`config.mk`:
```
export PLATFORM = sky130hd
export DESIGN_NAME = lru_cache_with_staleness_core
export DESIGN_NICKNAME = d
export VERILOG_FILES = /design/src/sv/lcs_pkg.sv /design/src/sv/lcs_cell.sv /design/src/sv/lru_cache_with_staleness_core.sv
export SDC_FILE = /design/constraint.sdc
export NUM_CORES = 2
export LEC_CHECK = 0
export BUFFER_PORTS_ARGS = -buffer_cell sky130_fd_sc_hd__buf_2
export CAP_MARGIN = 0
export CORE_ASPECT_RATIO = 1.4
export CORE_UTILIZATION = 49
export DETAILED_ROUTE_END_ITERATION = 7
export PLACE_DENSITY = 0.62
export SLEW_MARGIN = 20
export SYNTH_ARGS = -nofsm -noshare
export SYNTH_HDL_FRONTEND = slang
export SYNTH_SLANG_ARGS = --single-unit
export TNS_END_PERCENT = 100
```
`constraint.sdc`:
```
create_clock -name clk_i -period 18.28 [get_ports clk_i]
set_input_delay 0.914 -clock clk_i [delete_from_list [all_inputs] [get_ports clk_i]]
set_output_delay 0.914 -clock clk_i [all_outputs]
set_load 0.03 [all_outputs]
```
`src/sv/lcs_pkg.sv`:
```
package lcs_pkg;

  typedef enum logic [1:0] {
    OP_GET   = 2'd0,
    OP_PUT   = 2'd1,
    OP_CLEAR = 2'd2,
    OP_NONE  = 2'd3
  } op_e;

  typedef enum logic [2:0] {
    ST_HIT      = 3'd0,
    ST_MISS     = 3'd1,
    ST_STALE    = 3'd2,
    ST_INSERTED = 3'd3,
    ST_UPDATED  = 3'd4,
    ST_EVICTED  = 3'd5,
    ST_REJECTED = 3'd6,
    ST_CLEARED  = 3'd7
  } status_e;

  typedef enum logic [1:0] {
    FSM_IDLE   = 2'd0,
    FSM_MATCH  = 2'd1,
    FSM_UPDATE = 2'd2,
    FSM_RESULT = 2'd3
  } fsm_e;

  localparam logic CFG_MAX_ENTRIES = 1'b0;
  localparam logic CFG_MAX_SIZE    = 1'b1;

  localparam logic [4:0]  MAX_ENTRIES_RST = 5'd16;
  localparam logic [31:0] MAX_SIZE_RST    = 32'd1048576;

  // per-cell update command
  typedef enum logic [2:0] {
    CMD_NONE   = 3'd0,
    CMD_TOUCH  = 3'd1,
    CMD_DROP   = 3'd2,
    CMD_INSERT = 3'd3,
    CMD_CLEAR  = 3'd4,
    CMD_UPDATE = 3'd5
  } cmd_e;

endpackage

```
`src/sv/lcs_cell.sv`:
```
// one cache entry; a running free-slot marker passes down the chain
module lcs_cell #(
  parameter int KEY_BITS  = 64,
  parameter int RANK_BITS = 4
) (
  input  logic                 clk_i,
  input  logic                 rst_ni,
  input  lcs_pkg::cmd_e        cmd_i,
  input  logic                 sel_i,
  input  logic [RANK_BITS-1:0] ref_rank_i,
  input  logic [KEY_BITS-1:0]  key_i,
  input  logic [31:0]          time_i,
  input  logic [31:0]          content_i,
  input  logic                 free_found_i,
  output logic                 free_found_o,
  output logic                 valid_o,
  output logic                 match_o,
  output logic [RANK_BITS-1:0] rank_o,
  output logic [31:0]          time_o,
  output logic [31:0]          content_o
);
  import lcs_pkg::*;

  logic                 valid_q, valid_d;
  logic [KEY_BITS-1:0]  key_q;
  logic [31:0]          time_q, content_q;
  logic [RANK_BITS-1:0] rank_q, rank_d;
  logic                 take;

  // first free cell in chain order takes an insert
  assign take         = !valid_q && !free_found_i;
  assign free_found_o = free_found_i || !valid_q;

  always_comb begin
    valid_d = valid_q;
    rank_d  = rank_q;
    case (cmd_i)
      CMD_TOUCH, CMD_UPDATE: begin
        if (sel_i) rank_d = '0;
        else if (valid_q && rank_q < ref_rank_i) rank_d = rank_q + 1'b1;
      end
      CMD_DROP: begin
        if (sel_i) valid_d = 1'b0;
        else if (valid_q && rank_q > ref_rank_i) rank_d = rank_q - 1'b1;
      end
      CMD_INSERT: begin
        if (take) begin
          valid_d = 1'b1;
          rank_d  = '0;
        end else if (valid_q) rank_d = rank_q + 1'b1;
      end
      CMD_CLEAR: valid_d = 1'b0;
      default: ;
    endcase
  end

  always_ff @(posedge clk_i or negedge rst_ni) begin
    if (!rst_ni) begin
      valid_q <= 1'b0;
    end else begin
      valid_q <= valid_d;
    end
  end

  always_ff @(posedge clk_i) begin
    rank_q <= rank_d;
    if ((cmd_i == CMD_INSERT && take) || (cmd_i == CMD_UPDATE && sel_i)) begin
      content_q <= content_i;
      time_q    <= time_i;
    end
    if (cmd_i == CMD_INSERT && take) key_q <= key_i;
  end

  assign valid_o   = valid_q;
  assign match_o   = valid_q && key_q == key_i;
  assign rank_o    = rank_q;
  assign time_o    = time_q;
  assign content_o = content_q;
endmodule

```
`src/sv/lru_cache_with_staleness_core.sv`:
```
// Fully associative LRU cache built as a chain of DEPTH entry cells with
// per-entry recency ranks. A transaction passes through the parallel key
// compare with a registered match vector, then a rank/valid update across
// all cells, then holds in the result register until it is taken. A new
// transaction is accepted once the result is taken (or in the same cycle it is
// taken). An insert when occupancy has reached the entry limit first drops the
// least recent entry in an extra pass through the update state. Clear empties
// all cells at once.
module lru_cache_with_staleness_core #(
  parameter int DEPTH    = 16,
  parameter int KEY_BITS = 64
) (
  input  logic                    clk_i,
  input  logic                    rst_ni,
  input  logic                    cfg_we_i,
  input  logic                    cfg_index_i,
  input  logic [31:0]             cfg_data_i,
  input  logic                    in_valid_i,
  output logic                    in_ready_o,
  input  logic [1:0]              operation_i,
  input  logic [63:0]             key_i,
  input  logic [31:0]             mod_time_i,
  input  logic [31:0]             content_handle_i,
  input  logic [31:0]             item_size_i,
  output logic                    out_valid_o,
  input  logic                    out_ready_i,
  output logic [2:0]              status_o,
  output logic [31:0]             hit_content_o,
  output logic [$clog2(DEPTH+1)-1:0] occupancy_o
);
  import lcs_pkg::*;

  localparam int RB = $clog2(DEPTH);
  localparam int CB = $clog2(DEPTH+1);

  fsm_e state_q, state_d;

  logic [4:0]  max_entries_q;
  logic [31:0] max_size_q;

  logic [1:0]          op_q;
  logic [KEY_BITS-1:0] key_q;
  logic [31:0]         time_q, content_q, size_q;
  logic [CB-1:0]       count_q, count_d;
  logic                evict_q, evict_d;

  logic [DEPTH-1:0]    valid_w, match_w, sel_w;
  logic [DEPTH:0]      free_w;
  logic [RB-1:0]       rank_w [DEPTH];
  logic [31:0]         etime_w [DEPTH], econt_w [DEPTH];
  logic [DEPTH-1:0]    match_q;
  logic [31:0]         mtime_q, mcont_q;
  logic [RB-1:0]       mrank_q;
  logic [DEPTH-1:0]    lru_q;
  logic [31:0]         mtime_w, mcont_w;
  logic [RB-1:0]       mrank_w;
  logic [DEPTH-1:0]    lru_w;

  cmd_e          cmd;
  logic [RB-1:0] ref_rank;

  logic [2:0]    status_q, status_d;
  logic [31:0]   hit_q, hit_d;
  logic [CB-1:0] limit;

  assign limit = (max_entries_q == 5'd0) ? CB'(1) :
                 ({27'd0, max_entries_q} > DEPTH) ? CB'(DEPTH) : CB'(max_entries_q);

  assign free_w[0] = 1'b0;

  for (genvar g = 0; g < DEPTH; g++) begin : g_cell
    lcs_cell #(.KEY_BITS(KEY_BITS), .RANK_BITS(RB)) u_cell (
      .clk_i, .rst_ni,
      .cmd_i(cmd), .sel_i(sel_w[g]), .ref_rank_i(ref_rank),
      .key_i(key_q), .time_i(time_q), .content_i(content_q),
      .free_found_i(free_w[g]), .free_found_o(free_w[g+1]),
      .valid_o(valid_w[g]), .match_o(match_w[g]), .rank_o(rank_w[g]),
      .time_o(etime_w[g]), .content_o(econt_w[g])
    );
  end

  // matching entry fields and lru position, match is one-hot
  always_comb begin
    mtime_w = '0;
    mcont_w = '0;
    mrank_w = '0;
    for (int i = 0; i < DEPTH; i++) begin
      lru_w[i] = valid_w[i] && (rank_w[i] == RB'(count_q - 1'b1));
      if (match_w[i]) begin
        mtime_w = etime_w[i];
        mcont_w = econt_w[i];
        mrank_w = rank_w[i];
      end
    end
  end

  always_ff @(posedge clk_i) begin
    if (state_q == FSM_MATCH) begin
      match_q <= match_w;
      mtime_q <= mtime_w;
      mcont_q <= mcont_w;
      mrank_q <= mrank_w;
      lru_q   <= lru_w;
    end else if (state_q == FSM_UPDATE && evict_q) begin
      lru_q <= '0;
    end
  end

  logic any_match, hit_ok, do_put;
  assign any_match = |match_q;
  assign hit_ok    = (time_q == 32'd0) || (mtime_q == time_q);
  assign do_put    = size_q <= max_size_q;

  always_comb begin
    state_d = state_q;
    unique case (state_q)
      FSM_IDLE:   if (in_valid_i) state_d = FSM_MATCH;
      FSM_MATCH:  state_d = FSM_UPDATE;
      FSM_UPDATE: if (!evict_d) state_d = FSM_RESULT;
      FSM_RESULT: if (out_ready_i) state_d = in_valid_i ? FSM_MATCH : FSM_IDLE;
      default:    state_d = FSM_IDLE;
    endcase
  end

  always_comb begin
    cmd      = CMD_NONE;
    sel_w    = match_q;
    ref_rank = mrank_q;
    status_d = status_q;
    hit_d    = hit_q;
    count_d  = count_q;
    evict_d  = 1'b0;
    if (state_q == FSM_UPDATE) begin
      hit_d = '0;
      unique case (op_e'(op_q))
        OP_GET: begin
          if (!any_match) status_d = ST_MISS;
          else if (hit_ok) begin
            cmd = CMD_TOUCH; status_d = ST_HIT; hit_d = mcont_q;
          end else begin
            cmd = CMD_DROP; status_d = ST_STALE; count_d = count_q - 1'b1;
          end
        end
        OP_PUT: begin
          if (!do_put) status_d = ST_REJECTED;
          else if (any_match) begin
            cmd = CMD_UPDATE; status_d = ST_UPDATED;
          end else if (!evict_q && count_q >= limit && count_q != '0) begin
            // drop lru first, insert on the next cycle
            cmd = CMD_DROP; sel_w = lru_q; ref_rank = RB'(count_q - 1'b1);
            count_d = count_q - 1'b1; evict_d = 1'b1; status_d = ST_EVICTED;
          end else begin
            cmd = CMD_INSERT;
            if (!evict_q) status_d = ST_INSERTED;
            if (!free_w[DEPTH]) count_d = count_q;
            else count_d = count_q + 1'b1;
          end
        end
        OP_CLEAR: begin
          cmd = CMD_CLEAR; status_d = ST_CLEARED; count_d = '0;
        end
        default: status_d = ST_MISS;
      endcase
    end
  end

  always_ff @(posedge clk_i or negedge rst_ni) begin
    if (!rst_ni) begin
      state_q       <= FSM_IDLE;
      max_entries_q <= MAX_ENTRIES_RST;
      max_size_q    <= MAX_SIZE_RST;
      count_q       <= '0;
      evict_q       <= 1'b0;
    end else begin
      state_q <= state_d;
      count_q <= count_d;
      evict_q <= evict_d;
      if (cfg_we_i) begin
        if (cfg_index_i == CFG_MAX_ENTRIES) max_entries_q <= cfg_data_i[4:0];
        else max_size_q <= cfg_data_i;
      end
    end
  end

  always_ff @(posedge clk_i) begin
    status_q <= status_d;
    hit_q    <= hit_d;
    if (in_valid_i && in_ready_o) begin
      op_q      <= operation_i;
      key_q     <= key_i[KEY_BITS-1:0];
      time_q    <= mod_time_i;
      content_q <= content_handle_i;
      size_q    <= item_size_i;
    end
  end

  assign in_ready_o    = (state_q == FSM_IDLE) || (state_q == FSM_RESULT && out_ready_i);
  assign out_valid_o   = state_q == FSM_RESULT;
  assign status_o      = status_q;
  assign hit_content_o = hit_q;
  assign occupancy_o   = count_q;
endmodule

```
-- Word level (Yosys, flattened, before mapping)
Cells that the tools add are included.
- register bits after elaboration: 2470
- input port bits: 200
- $add $sub $neg: 34
- magnitude comparators: 35
- equality and inequality tests: 146
- muxes and demuxes: 251
- bitwise gates (word level): 1
- reduce and logical (&&, ||, !) cells: 229
- operators with widths (cell ; count):
    64-bit == test ; 16
    32-bit 2-to-1 mux ; 32
    4-bit 2-to-1 mux ; 116
    4-bit case mux with 3 select lines ; 16
    1-bit logical AND ; 116
    16-bit 2-to-1 mux ; 7
    2-bit != test, second input constant ; 38
    5-bit AND reduction ; 15
    4-bit by 1-bit adder with 4-bit output, second input constant ; 16
    4-bit == test ; 16
    4-bit > comparator ; 16
    4-bit less-than comparator ; 16
    2-bit by 1-bit != test with 1-bit output, second input constant ; 32
    4-bit by 1-bit subtractor with 4-bit output, second input constant ; 16
    3-bit by 2-bit != test with 1-bit output, second input constant ; 17
    3-bit AND reduction ; 17
    1-bit case mux with 3 select lines ; 16
    3-bit by 1-bit != test with 1-bit output, second input constant ; 15
    5-bit 2-to-1 mux ; 8
    1-bit 2-to-1 mux ; 38
    1-bit logical OR ; 33
    32-bit == test ; 1
    32-bit <= comparator ; 1
    32-bit logical NOT ; 1
    27 further kinds ; 81

-- Logic depth before layout (Yosys ltp)
- depth after elaboration: 21
- gate-level depth with buffers: 22
- depth with buffers taken out: 22

-- By module
From an unflattened synthesis, not the netlist that was laid out.
- cells, all modules: 6908
- area total of the unflattened synthesis: 103828.3 sq um
- by module, submodules not included (module ; times used ; cells an instance ; area an instance (sq um) ; seq. area each (sq um)):
    lcs_cell (g_cell[0].u_cell ...) ; 10 ; 301 ; 5156.2 ; 3988.8
    lcs_cell (g_cell[4].u_cell ...) ; 6 ; 292 ; 5114.9 ; 3988.8
    lru_cache_with_staleness_core ; 1 ; 2146 ; 21576.9 ; 10047.1

-- Least setup slack after synthesis
OpenSTA, ideal clock, no wires.
- path kind: reg2reg
- start point: register size_q[11]
- end point: register g_cell[12].u_cell.content_q[0], enable pin
- setup time: 0.499 ns
- arrival time: 9.073 ns
- data required time: 17.781 ns
- slack: 8.708 ns
- cell stages (with the launch flop): 14
- path buffers: 2
- period minus slack after synthesis: 9.572 ns
- cells stage by stage: edfxtp_1 ha_1 nand3_1 or3_1 nor4_2 nand4_1 a21oi_2 nand2_2 a221oi_1 buf_2 nand2_1 buf_2 nor3_1 o21bai_1
- longest elaborated chain between the ends: 7
- elaborated cells between the ends (all ways): 12
- ends and longest elaborated chain (item ; line ; source):
    start, declared ; lru_cache_with_staleness_core.sv:43 ; logic [31:0] time_q, content_q, size_q;
    start signal, assigned ; lru_cache_with_staleness_core.sv:193 ; size_q <= item_size_i;
    32-bit <= comparator * ; lru_cache_with_staleness_core.sv:112 ; assign do_put = size_q <= max_size_q;
    3-bit 2-to-1 mux ; lru_cache_with_staleness_core.sv:145 ; if (!do_put) status_d = ST_REJECTED;
    3-bit case mux with 3 select lines ; lru_cache_with_staleness_core.sv:135 ; unique case (op_e'(op_q))
    3-bit 2-to-1 mux ; lru_cache_with_staleness_core.sv:133 ; if (state_q == FSM_UPDATE) begin
    3-bit by 2-bit == test with 1-bit output / 3-bit == test (equally long branches) ; lcs_cell.sv:67 ; if ((cmd_i == CMD_INSERT && take) || (cmd_i == CMD_UPDATE && sel_i)) begin
    1-bit logical AND ; lcs_cell.sv:67 ;
    1-bit logical OR * ; lcs_cell.sv:67 ;
    end signal, assigned ; lcs_cell.sv:68 ; content_q <= content_i;
    end, declared ; lcs_cell.sv:26 ; logic [31:0] time_q, content_q;
Mark *: on every way between the ends. The rest lies on a longest branch, timed or not.
A chain may end at the register's enable or synchronous reset.

-- Worst setup path after layout
- start point: register time_q[6]
- end point: register g_cell[6].u_cell.content_q[22], enable pin
- longest elaborated chain between the ends: 9
- elaborated cells between the ends (all ways): 12
- ends and longest elaborated chain (item ; line ; source):
    start, declared ; lru_cache_with_staleness_core.sv:43 ;
    start signal, assigned ; lru_cache_with_staleness_core.sv:191 ; time_q <= mod_time_i;
    32-bit == test / 32-bit logical NOT (equally long branches) ; lru_cache_with_staleness_core.sv:111 ; assign hit_ok = (time_q == 32'd0) || (mtime_q == time_q);
    1-bit logical OR * ; lru_cache_with_staleness_core.sv:111 ;
    2-bit 2-to-1 mux * ; lru_cache_with_staleness_core.sv:138 ; else if (hit_ok) begin
    2-bit 2-to-1 mux * ; lru_cache_with_staleness_core.sv:137 ; if (!any_match) status_d = ST_MISS;
    3-bit case mux with 3 select lines * ; lru_cache_with_staleness_core.sv:135 ;
    3-bit 2-to-1 mux * ; lru_cache_with_staleness_core.sv:133 ;
    3-bit by 2-bit == test with 1-bit output / 3-bit == test (equally long branches) ; lcs_cell.sv:67 ;
    1-bit logical AND ; lcs_cell.sv:67 ;
    1-bit logical OR * ; lcs_cell.sv:67 ;
    end signal, assigned ; lcs_cell.sv:68 ;
    end, declared ; lcs_cell.sv:26 ;
Marks and branches as above.

==> run_results.csv <==
group,metric,value,unit
global_routing,antenna_found_initial,14,
drt,vias,64290,
critical_path,cp-end-kind,"flop",
sta,max_clock_freq,0.1465,GHz
synthesis,syn_inst,6978,
drt,drt_iter0_markers,6561,
clock_tree,cts_resized,0,
critical_path,cp_data_arrival_time,7.31,ns
critical_path,cp_max_fo,65,
floorplan,coreArea,210100,sq um
status,status,"finished, final reports clean",
synthesis,ys_warn_count,0,
floorplan,start_util,49.39,%
power,power.total,13860,uW
sta,setup_slack,11.45,ns
critical_path,path_class,"reg2reg",
sta,period_minus_slack,6.828,ns
sta,slew_headroom,19.45,%
drt,routed_wl,313.7,mm
sta,fin_crit_sh,37.35,%
synthesis,synth_edf_count,2409,
sta,finalHoldViolCount,0,
synthesis,synthTopCellsByArea,"edfxtp_1 70%, xnor2_1 4.5%, xor2_1 2.9%, a21oi_1 2.1%, ha_1 1.7%",
finish,fin_nets,7615,
clock_tree,clk_pin_slew,0.07,ns
finish,regArea,73870,sq um
drt,wl_per_cell,30.51,microns
synthesis,yosysSeqAreaShare,71.18,%
power,vdd_drop_max,0.0001105,V
floorplan,die_y,546.5,microns
flow_run,drv_cap,0,
drt,ant_nets,0,
critical_path,crit_chain,"xnor2_1 -> nand4_1 -> nor4_1 -> a21oi_1 -> nand3_1 -> a31oi_1 -> o21a_1 -> buf_4 -> nand2_2 -> buf_4 -> nor3_2 -> buf_4 -> o21bai_4 -> buf_4",
global_routing,overflow,0,
floorplan,floorplan.rows,199,
power,p_leak,0.03800,uW
power,p_per_area,119.2,nW/um^2
sta,tns,0,ns
clock_tree,cts_hold_buf,0,
drt,drc,0,
clock_tree,clock-sinks,2470,
synthesis,yosysTopAreaCellShare,69.70,%
clock_tree,root_buffer,"clkbuf_16",
placement,routabilityCongestion,0.9323,
clock_tree,clock_tree.buffer_depth,4,
global_routing,grt_max_degree,139,
sta,worstMarginPinSlew,1.208,ns
critical_path,crit_path_frequent_cell,"buf_4",
clock_tree,htreeDepth,4,
clock_tree,post_cts_buffers,0,
synthesis,ys.flop_type,"edfxtp_1",
global_routing,first_global_vias,63740,
finish,area_growth,12.11,%
sta,drv_slew,0,
synthesis,synth_nets,7322,
sta,timing.hold.ws,0.1491,ns
sta,finClkSkew,0.1287,ns
clock_tree,clkLatencyLatePin,0.94,ns
synthesis,ys_ff_latch,2470,
global_routing,grt_usage,28.95,%
synthesis,synth_area_per_cell,14.87,sq um
drt,firstDrtPassIters,8,
floorplan,die-area,213700,sq um
clock_tree,cts_buffers,237,
global_routing,grt_first_pass_wirelength,446.4,mm
finish,drive_gt1_share,13.45,%
hold_path,hold_path.class,"in2reg",
critical_path,worstSetupStartpointType,"flop",
placement,portBuffers,241,
critical_path,max_stage_delay,0.85,ns
drt,via_per_inst,6.252,
clock_tree,cts_tree,"done",
sta,rsz0062_at_grt,"false",
floorplan,ioPinCount,242,
finish,fillers,16930,
synthesis,syn_area,103800,sq um
critical_path,crit_slowest_cell,"buf_4",
critical_path,required,18.77,ns
floorplan,dieWidth,391.0,microns
synthesis,postSynth.asyncResetShare,2.470,%
synthesis,synth_area_leader_cell,"edfxtp_1",
finish,multi_input_area,27350,sq um
synthesis,synthDistinctLibCells,78,
placement,place_ws,11.65,ns
placement,dpl.hpwl,190.0,mm
sta,finalSetupViolCount,0,
[worst max-delay path, delay by kind of cell (launching register included)]
kind                      cells  cell delay, ns
xor gates and xnor gates      1            0.23
DFF                           1            0.83
AOI/OAI and AO/OA             4            1.86
buffers and inverters         4            2.37
and+or+nand+nor               5            0.99
[through the flow]
step | std cells | util [%] | cell area (sq um)
final | 10280 | 55.37 | 116300
after global routing | 10280 | 55.36 | 116300
after CTS | 10280 | 55.36 | 116300
after detailed placement | 9846 | 51.81 | 108900
after global placement | 9846 | 51.81 | 108900
after floorplan | 6978 | - | 103800
[worst paths after layout]
path / start / slack, ns / end / cells after the start
min in group asynchronous: rst_ni / 0.29 / max_size_q[24]$_DFFE_PN0P_ / 2
max: time_q[6]$_DFFE_PP_ / 11.45 / g_cell[6].u_cell.content_o[22]$_DFFE_PP_ / 14
max reg2reg: time_q[6]$_DFFE_PP_ / 11.45 / g_cell[6].u_cell.content_o[22]$_DFFE_PP_ / 14
max in group asynchronous: rst_ni / 17.31 / g_cell[6].u_cell.valid_o$_DFFE_PN0P_ / 2
min: content_handle_i[10] / 0.15 / content_q[10]$_DFFE_PP_ / 1
min reg2reg: key_q[23]$_DFFE_PP_ / 0.46 / g_cell[4].u_cell.key_q[23]$_DFFE_PP_ / 0
[synth_stat cells, drive strengths merged (73+ instances only)]
cell type  number
o211ai         73
xor2          344
a21o           73
a31oi          81
o21ai         154
o22ai         111
nand3         108
buf           213
a221oi        117
nand2         229
nand4         192
clkbuf        208
a22oi          94
inv           297
and2          104
nor2          201
o221ai        155
o221a          75
nor4          137
ha            144
a21oi         446
edfxtp       2409
xnor2         529
[report_power, final]
part	switching (uW)	leakage, uW	internal, uW	total [uW]
logic	1510	0.0118	617	2130
clock network	2130	0.00361	2680	4810
registers	227	0.0226	6700	6930
total	3870	0.0380	9990	13900
[per-layer routing]
metal	vias to the layer above	track usage, %	part of all wire, %
met4	2	13.75	5.4
met5	-	0	0.0035
met1	32980	35.47	37
met3	794	3.923	7.3
met2	3010	50.43	51
li1	27510	-	-
[kinds of logic after synthesis]
family / share of synthesized area (%)
AND/OR/NAND/NOR: 5.886
multiplexers: 0.4003
flip-flops: 71.18
AO/OA/AOI/OAI: 10.49
XOR/XNOR: 7.367
adder cells (fa/ha/maj): 1.736
buffers and inverters: 2.949
[registers in the layout, indices dropped and copies added, names as in the netlist, 2 cells and up]
name,count
content_q,32
g_cell.u_cell.content_o,512
g_cell.u_cell.key_q,1024
g_cell.u_cell.rank_o,64
g_cell.u_cell.time_o,512
g_cell.u_cell.valid_o,16
hit_content_o,32
key_q,64
lru_q,16
match_q,16
max_entries_q,5
max_size_q,32
mcont_q,32
mrank_q,4
mtime_q,32
occupancy_o,5
op_q,2
size_q,32
state_q,2
status_o,3
time_q,32
[placed cells by master (no fill, tap or decap), types with 41 or more instances in the layout]
master / n
o211ai_1: 73
xor2_1: 343
clkinv_2: 41
ha_1: 142
buf_2: 241
nor4_1: 127
buf_4: 232
a21oi_1: 441
a221oi_1: 116
edfxtp_1: 2409
xnor2_1: 528
a22oi_1: 94
o22ai_1: 105
nor3_1: 50
o221ai_1: 155
clkinv_1: 60
dfrtp_1: 59
a21o_1: 73
clkbuf_1: 49
o221a_2: 75
nand4_1: 192
o21ai_0: 115
nand3_1: 108
nand2_1: 225
and2_1: 101
inv_1: 292
a31oi_1: 81
nand2b_1: 43
nor2_1: 187
clkbuf_16: 240
[cell type report]
class	count	share of cell area [%]
antenna	7	0.01506
clock inverter	136	1.023
tap	2814	3.026
clock buffer	294	5.379
timing repair buffer	475	2.568
multi-input combinational	3779	23.50
sequential	2470	63.49
inverter	308	0.9969
Power figures use the tool's default switching activity.
